**config.mk**
```make
export PLATFORM = sky130hd
export DESIGN_NAME = ttc_emergency_brake
export DESIGN_NICKNAME = d
export VERILOG_FILES = /design/src/hw/rtl/ttc_aeb_pkg.sv /design/src/hw/rtl/ttc_emergency_brake.sv
export SDC_FILE = /design/constraint.sdc
export NUM_CORES = 2
export LEC_CHECK = 0
export ABC_AREA = 1
export BUFFER_PORTS_ARGS = -buffer_cell sky130_fd_sc_hd__buf_2
export CAP_MARGIN = 20
export CORE_UTILIZATION = 25
export CTS_BUF_LIST = sky130_fd_sc_hd__clkbuf_4 sky130_fd_sc_hd__clkbuf_8
export DETAILED_ROUTE_END_ITERATION = 10
export PLACE_DENSITY = 0.43
export SLEW_MARGIN = 20
export SYNTH_ARGS = -nofsm -noshare
export SYNTH_HDL_FRONTEND = slang
export SYNTH_SLANG_ARGS = --single-unit
```
**constraint.sdc**
```tcl
create_clock -name clk -period 24.6 [get_ports clk]
set_input_delay 1.23 -clock clk [delete_from_list [all_inputs] [get_ports clk]]
set_output_delay 1.23 -clock clk [all_outputs]
set_load 0.01 [all_outputs]
```
**src/hw/rtl/ttc_aeb_pkg.sv**
```systemverilog
`timescale 1ns / 1ps
// ----------------------------------------------------------------------------
// ttc_aeb_pkg: shared types and constants of the emergency brake block
// State codes, register indexes and the cosine polynomial coefficients.
// ----------------------------------------------------------------------------
package ttc_aeb_pkg;

  typedef enum logic [2:0] {
    ST_IDLE,
    ST_SQUARE,
    ST_HORNER,
    ST_SCALE,
    ST_CHECK,
    ST_DIVIDE,
    ST_FINISH
  } state_t;

  localparam logic [1:0] CFG_START_ANGLE     = 2'd0;
  localparam logic [1:0] CFG_ANGLE_STEP      = 2'd1;
  localparam logic [1:0] CFG_BRAKE_THRESHOLD = 2'd2;
  localparam logic [1:0] CFG_NO_THREAT_TIME  = 2'd3;

  localparam int unsigned DIV_STEPS = 20;

  localparam logic [16:0] COS_ONE     = 17'h10000;
  localparam logic [16:0] HORNER_INIT = 17'd60;

  typedef logic [16:0] coef_t [4];
  localparam coef_t HORNER_C = '{17'd1367, 17'd16625, 17'd80852, 17'd65536};

  localparam logic [19:0] MIN_INIT        = 20'hFFFFF;
  localparam logic [19:0] THRESHOLD_RESET = 20'd384;
  localparam logic [19:0] NO_THREAT_RESET = 20'd768000;

endpackage

```
**src/hw/rtl/ttc_emergency_brake.sv**
```systemverilog
`timescale 1ns / 1ps
// ----------------------------------------------------------------------------
// ttc_emergency_brake: time to collision emergency braking
// Forms closing speed per lidar beam, divides range by it bit serially,
// keeps the scan minimum and reports it with a brake flag on the last beam.
//
// Channel   Dir  Handshake                    Payload
// s_axis    in   s_axis_tvalid/s_axis_tready  tdata, tuser (opcode), tlast
// m_axis    out  m_axis_tvalid/m_axis_tready  tdata (brake, min_ttc)
// cfg       in   cfg_valid/cfg_ready          cfg_index, cfg_data
//
// A speed word is stored without leaving the idle state. A beam word passes
// the square, Horner, scale and check states, then the restoring divider that
// produces one quotient bit per cycle; an invalid or saturated beam skips it.
// Reset is synchronous; no clearing pass is needed. A last beam waits in the
// final state while the previous result still sits in the output register.
// ----------------------------------------------------------------------------
module ttc_emergency_brake #(
  parameter int COS_TABLE_BITS = 10
) (
  input  logic        clk,
  input  logic        rst,
  input  logic        s_axis_tvalid,
  output logic        s_axis_tready,
  // Fields from bit 0: speed_value[15:0], range_value[31:16], range_invalid[32].
  input  logic [39:0] s_axis_tdata,
  // Fields from bit 0: opcode[0].
  input  logic        s_axis_tuser,
  input  logic        s_axis_tlast,
  output logic        m_axis_tvalid,
  input  logic        m_axis_tready,
  // Fields from bit 0: brake[0], min_ttc[20:1].
  output logic [23:0] m_axis_tdata,
  input  logic        cfg_valid,
  output logic        cfg_ready,
  input  logic [1:0]  cfg_index,
  input  logic [19:0] cfg_data
);

  localparam logic [15:0] ANG_MASK = 16'hFFFF << (16 - COS_TABLE_BITS);

  ttc_aeb_pkg::state_t state, state_next;

  logic [15:0] start_angle;
  logic [15:0] angle_step;
  logic [19:0] brake_threshold;
  logic [19:0] no_threat_time;

  logic [15:0] stored_speed;
  logic [15:0] current_angle;
  logic [19:0] running_min;
  logic        first_beam;

  logic [15:0] range_q;
  logic        invalid_q;
  logic        last_q;
  logic [16:0] y;
  logic        neg;
  logic [15:0] x2;
  logic [16:0] p;
  logic [1:0]  hstep;
  logic signed [33:0] prod;
  logic [31:0] divisor;
  logic [31:0] rem;
  logic [19:0] quo;
  logic [4:0]  cnt;
  logic        sat;

  logic        out_valid;
  logic        out_brake;
  logic [19:0] out_min;

  logic        in_accept;
  logic        beam_accept;
  logic        out_load;

  logic [15:0] beam_angle;
  logic [15:0] qangle;
  logic [15:0] xq;
  logic [31:0] sq;
  logic [32:0] hprod;
  logic [17:0] hdiff;
  logic [16:0] hnext;
  logic [16:0] mag;
  logic signed [17:0] cosv;
  logic [31:0] dividend_top;
  logic        closing_pos;
  logic [32:0] rem2;
  logic [19:0] tval;
  logic [19:0] new_min;

  assign cfg_ready     = 1'b1;
  assign m_axis_tvalid = out_valid;
  assign m_axis_tdata  = {3'b000, out_min, out_brake};

  assign beam_angle = first_beam ? start_angle : current_angle;
  assign qangle     = beam_angle & ANG_MASK;
  assign xq         = {qangle[13:0], 2'b00};

  assign sq    = y[15:0] * y[15:0];
  assign hprod = p * x2;
  assign hdiff = {1'b0, ttc_aeb_pkg::HORNER_C[hstep]} - {1'b0, hprod[32:16]};
  assign hnext = ((hstep == 2'd3) &&
                  (hdiff[17] || (hdiff[16:0] > ttc_aeb_pkg::COS_ONE))) ?
                 ttc_aeb_pkg::COS_ONE : hdiff[16:0];
  assign mag   = y[16] ? 17'd0 : p;
  assign cosv  = neg ? -$signed({1'b0, mag}) : $signed({1'b0, mag});

  assign dividend_top = {12'd0, range_q, 4'd0};
  assign closing_pos  = !prod[33] && (prod != 34'sd0);
  assign rem2         = {rem, 1'b0};

  assign tval    = (sat || (quo >= no_threat_time)) ? no_threat_time : quo;
  assign new_min = (tval < running_min) ? tval : running_min;

  always_comb begin
    state_next = state;
    unique case (state)
      ttc_aeb_pkg::ST_IDLE: begin
        if (s_axis_tvalid && s_axis_tuser) state_next = ttc_aeb_pkg::ST_SQUARE;
      end
      ttc_aeb_pkg::ST_SQUARE: state_next = ttc_aeb_pkg::ST_HORNER;
      ttc_aeb_pkg::ST_HORNER: begin
        if (hstep == 2'd3) state_next = ttc_aeb_pkg::ST_SCALE;
      end
      ttc_aeb_pkg::ST_SCALE: state_next = ttc_aeb_pkg::ST_CHECK;
      ttc_aeb_pkg::ST_CHECK: begin
        if (invalid_q || !closing_pos || (dividend_top >= prod[31:0])) begin
          state_next = ttc_aeb_pkg::ST_FINISH;
        end else begin
          state_next = ttc_aeb_pkg::ST_DIVIDE;
        end
      end
      ttc_aeb_pkg::ST_DIVIDE: begin
        if (cnt == 5'(ttc_aeb_pkg::DIV_STEPS - 1)) state_next = ttc_aeb_pkg::ST_FINISH;
      end
      ttc_aeb_pkg::ST_FINISH: begin
        if (!last_q || !out_valid || m_axis_tready) state_next = ttc_aeb_pkg::ST_IDLE;
      end
      default: state_next = ttc_aeb_pkg::ST_IDLE;
    endcase
  end

  always_comb begin
    s_axis_tready = (state == ttc_aeb_pkg::ST_IDLE);
    in_accept     = s_axis_tvalid && s_axis_tready;
    beam_accept   = in_accept && s_axis_tuser;
    out_load      = (state == ttc_aeb_pkg::ST_FINISH) && last_q &&
                    (!out_valid || m_axis_tready);
  end

  always_ff @(posedge clk) begin
    if (rst) begin
      state <= ttc_aeb_pkg::ST_IDLE;
    end else begin
      state <= state_next;
    end
  end

  always_ff @(posedge clk) begin
    if (rst) begin
      start_angle     <= '0;
      angle_step      <= '0;
      brake_threshold <= ttc_aeb_pkg::THRESHOLD_RESET;
      no_threat_time  <= ttc_aeb_pkg::NO_THREAT_RESET;
    end else if (cfg_valid && cfg_ready) begin
      unique case (cfg_index)
        ttc_aeb_pkg::CFG_START_ANGLE:     start_angle     <= cfg_data[15:0];
        ttc_aeb_pkg::CFG_ANGLE_STEP:      angle_step      <= cfg_data[15:0];
        ttc_aeb_pkg::CFG_BRAKE_THRESHOLD: brake_threshold <= cfg_data;
        ttc_aeb_pkg::CFG_NO_THREAT_TIME:  no_threat_time  <= cfg_data;
        default: ;
      endcase
    end
  end

  always_ff @(posedge clk) begin
    if (rst) begin
      stored_speed  <= '0;
      current_angle <= '0;
      running_min   <= ttc_aeb_pkg::MIN_INIT;
      first_beam    <= 1'b1;
      out_valid     <= 1'b0;
    end else begin
      if (in_accept && !s_axis_tuser) stored_speed <= s_axis_tdata[15:0];
      if (beam_accept) begin
        current_angle <= beam_angle + angle_step;
        first_beam    <= 1'b0;
      end
      if (state == ttc_aeb_pkg::ST_FINISH && !last_q) running_min <= new_min;
      if (out_load) begin
        running_min <= ttc_aeb_pkg::MIN_INIT;
        first_beam  <= 1'b1;
        out_valid   <= 1'b1;
      end else if (m_axis_tready) begin
        out_valid <= 1'b0;
      end
    end
  end

  always_ff @(posedge clk) begin
    if (beam_accept) begin
      range_q   <= s_axis_tdata[31:16];
      invalid_q <= s_axis_tdata[32];
      last_q    <= s_axis_tlast;
      neg       <= qangle[15] ^ qangle[14];
      y         <= qangle[14] ? (ttc_aeb_pkg::COS_ONE - {1'b0, xq}) : {1'b0, xq};
    end
    unique case (state)
      ttc_aeb_pkg::ST_SQUARE: begin
        x2    <= sq[31:16];
        p     <= ttc_aeb_pkg::HORNER_INIT;
        hstep <= 2'd0;
      end
      ttc_aeb_pkg::ST_HORNER: begin
        p     <= hnext;
        hstep <= hstep + 2'd1;
      end
      ttc_aeb_pkg::ST_SCALE: begin
        prod <= $signed(stored_speed) * cosv;
      end
      ttc_aeb_pkg::ST_CHECK: begin
        sat     <= invalid_q || !closing_pos || (dividend_top >= prod[31:0]);
        divisor <= prod[31:0];
        rem     <= dividend_top;
        quo     <= '0;
        cnt     <= '0;
      end
      ttc_aeb_pkg::ST_DIVIDE: begin
        if (rem2 >= {1'b0, divisor}) begin
          rem <= 32'(rem2 - {1'b0, divisor});
          quo <= {quo[18:0], 1'b1};
        end else begin
          rem <= rem2[31:0];
          quo <= {quo[18:0], 1'b0};
        end
        cnt <= cnt + 5'd1;
      end
      default: ;
    endcase
    if (out_load) begin
      out_min   <= new_min;
      out_brake <= (new_min < brake_threshold);
    end
  end

  a_div_remainder: assert property (@(posedge clk) disable iff (rst)
    (state == ttc_aeb_pkg::ST_DIVIDE) |-> (rem < divisor))
    else $error("divider remainder not below divisor");

  a_check_next: assert property (@(posedge clk) disable iff (rst)
    (state == ttc_aeb_pkg::ST_CHECK) |=>
    (state == ttc_aeb_pkg::ST_DIVIDE || state == ttc_aeb_pkg::ST_FINISH))
    else $error("unexpected state after range check");

  a_out_from_last: assert property (@(posedge clk) disable iff (rst)
    (!$past(rst) && m_axis_tvalid && !$past(m_axis_tvalid)) |->
    $past(state == ttc_aeb_pkg::ST_FINISH && last_q))
    else $error("result word without a last beam");

  a_ready_busy: assert property (@(posedge clk) disable iff (rst)
    beam_accept |=> !s_axis_tready)
    else $error("input accepted while a beam is in progress");

endmodule

```
==> summary.md <==
| Metric | Value |
|---|---|
| Clock sinks | 336 |
| Core area | 154000 um^2 |
| Boundary Pins | 96 |
| Initial detailed-routing violation count | around 1400 |
| Setup TNS | 0 ps |
| Post-DRT Antenna Nets | 0 |
| Global-route wire length before repair | ~170000 um |
| Crit end category | flop |
| GRT overflow | 0 |
| DR pass1 iterations | 8 |
| Detailed Place HPWL | 83200 um |
| Clock slew at reported path FFs | 60 ps |
| Die Span Y | 396 um |
| Layout fillers | 16900 |
| PostCTS Resize Cnt | 0 |
| DRC Markers | 4 |
| CTS buffer count | 70 |
| Number of synthesized flops with an enable pin | between 200 and 250 |
| Hold Crit Depth | 0 |
| Critical path class | flop to flop |
| Startpoint types | flop |
| Synth cell types | 52 |
| Wire per inst | 16.0 um |
| RSZ-0062 raised after global routing | false |
| Worst endpoint required time | 25090 ps |
| Clk root buf | clkbuf_8 |
| Area delta synth->final | 10.5% |
| Max transition margin | 0.274 |
| Worst Path Arrival | 9880 ps |
| Post-Syn Instances | 4656 |
| Worst min path class | flop to flop |
| IO Port Bufs | 84 |
| CP dominant cell by count | inv_1 |
| Status | finished, violations left |
| H-tree depth | 3 |
| Clk Latency, worst-skew pair | about 760 ps |
| Core Rows | 144 |
| Initial core utilization | 0.252 |
| Share of cells above drive strength 1 | 0.0606 |
| CTS tree | done |
| Routed WL | roughly 110000 um |
| Routability Congestion | 0.835 |
| Synthesized area per cell | 8.35 um^2 |
| Via count | 29000 |
| Failing checks | design-rule violations |
| Vias in the first global route | 30200 |
| Design area | 43000 um^2 |
| Vias per cell | between 4 and 5 |
| Largest net degree at the start of global routing | 94 |
| Final setup fails | 0 |
| Tcrit/Tclk final | 0.382 |
| Antenna violations before repair | 2 |
| MaxCap Viol Count | 0 |
| Commonest non-fill, non-tap cell in the layout | inv_1 |
| Die width | 396 um |
| Flops & latches, synth | approximately 340 |
| Slowest-stage cell, CP | a2111oi_0 |
| Worst-path maximum fanout | 16 |
| GRT Total Usage | 0.142 |
| Min Tclk post-route | between 9000 and 10000 ps |
| Worst Tran Pin Value | 1090 ps |
| Final Skew | 62.0 ps |
| Area of the die | 157000 um^2 |
| # Post-CTS Setup Buffers | 0 |
| Area after DPL | 41500 um^2 |
| Most frequent cells in the layout | inv_1 (1086), nand2_1 (865), fa_1 (509) |
| Yosys warnings | 0 |
| Max Fclk | between 100 and 150 MHz |
| Ys async rst share | 0 |
| # hold bufs at CTS | 0 |
| Final nets | roughly 5600 |
| Mapped Area | 38900 um^2 |
| Reg2reg path depth | 36 |
| Post-synthesis sequential area ratio | 0.226 |
| Final hold vios | 0 |
| Final slew viol count | 0 |
| Synth Flop Type | edfxtp_1 |
| Slowest stage delay, CP | 550 ps |
| Clock Tree Buf Depth | 3 |
==> state kept, by name, summed over array words and instances, names as in the netlist, 2 cells and up <==
register	flops
prod	34
divisor	32
rem	32
brake_threshold	20
no_threat_time	20
out_min	20
quo	20
running_min	20
p	17
angle_step	16
current_angle	16
range_q	16
start_angle	16
stored_speed	16
x2	15
y	9
cnt	5
state	3
hstep	2
==> area by class of cell <==
type                    count  area, um^2  share of cell area
inverters                1098        4120              0.0959
clock inverters            34         332             0.00772
multi-input cells        3045       25300               0.589
diodes                      1        2.50           0.0000582
flip-flops and latches    336        8800               0.205
well taps                2044        2560              0.0595
clock buffers              91        1160              0.0270
repair buffers            119         696              0.0162
==> metrics by stage <==
step | setup WS (ps) | hold slack (ps) | std cells | utilization
4_1_cts | 15160 | 441 | 6766 | 0.278
2_1_floorplan | 16870 | 424 | 4659 | -
5_1_grt | 14460 | 462 | 6768 | 0.279
3_5_place_dp | 15230 | 435 | 6641 | 0.269
6_report | 15210 | 444 | 6768 | 0.279
3_3_place_gp | 15180 | 435 | 6641 | 0.269
==> Yosys cell counts, types with 48 or more instances <==
cell      instances  area [um^2]
inv_1          1087         4080
nand2_1         866         3250
fa_1            509        10200
ha_1            392         4900
nor2_1          334         1250
a21oi_1         268         1340
o21ai_0         232         1160
edfxtp_1        207         6220
clkbuf_1        158          593
dfxtp_1         129         2580
xor2_1           79          692
nand3_1          73          365
xnor2_1          48          420
==> per-layer routing <==
| metal | track usage | part of all wire | vias to the layer above | wire length (um) |
|---|---|---|---|---|
| met3 | 0.0215 | 0.044 | 116 | 4740 |
| met1 | 0.199 | 0.49 | 14100 | 53000 |
| met4 | 0.0327 | 0.019 | 0 | 2050 |
| met2 | 0.229 | 0.45 | 456 | 48700 |
| li1 | - | - | 14300 | - |
| met5 | 0 | 0 | - | 0 |
==> path summary, 6_finish.rpt <==
check                 from     endpoint  slack, ps
hold / removal    prod[28]  divisor[28]        440
setup reg to reg      p[0]     prod[33]      15210
setup / recovery      p[0]     prod[33]      15210
hold reg to reg   prod[28]  divisor[28]        440
==> cells by family after synthesis <==
family,Yosys count,synth area share
AOI/OAI and AO/OA,623,0.0879
xor gates and xnor gates,127,0.0286
adders and majority gates,901,0.388
buffers and inverters,1278,0.124
DFF,336,0.226
muxes,1,0.000290
other,2,0.000193
and+or+nand+nor,1388,0.144
==> worst max-delay path: cells and delay by family, from the launching register on <==
kind            cells  cell delay, ps
simple gates       14            2190
compound gates      4            1340
xor+xnor            1             370
buf+inv             9            1470
fa+ha+maj           8            3340
flops               1             350
Power is not shown: default switching activity piles up to over one toggle a cycle in this logic, so the estimate is an artifact.
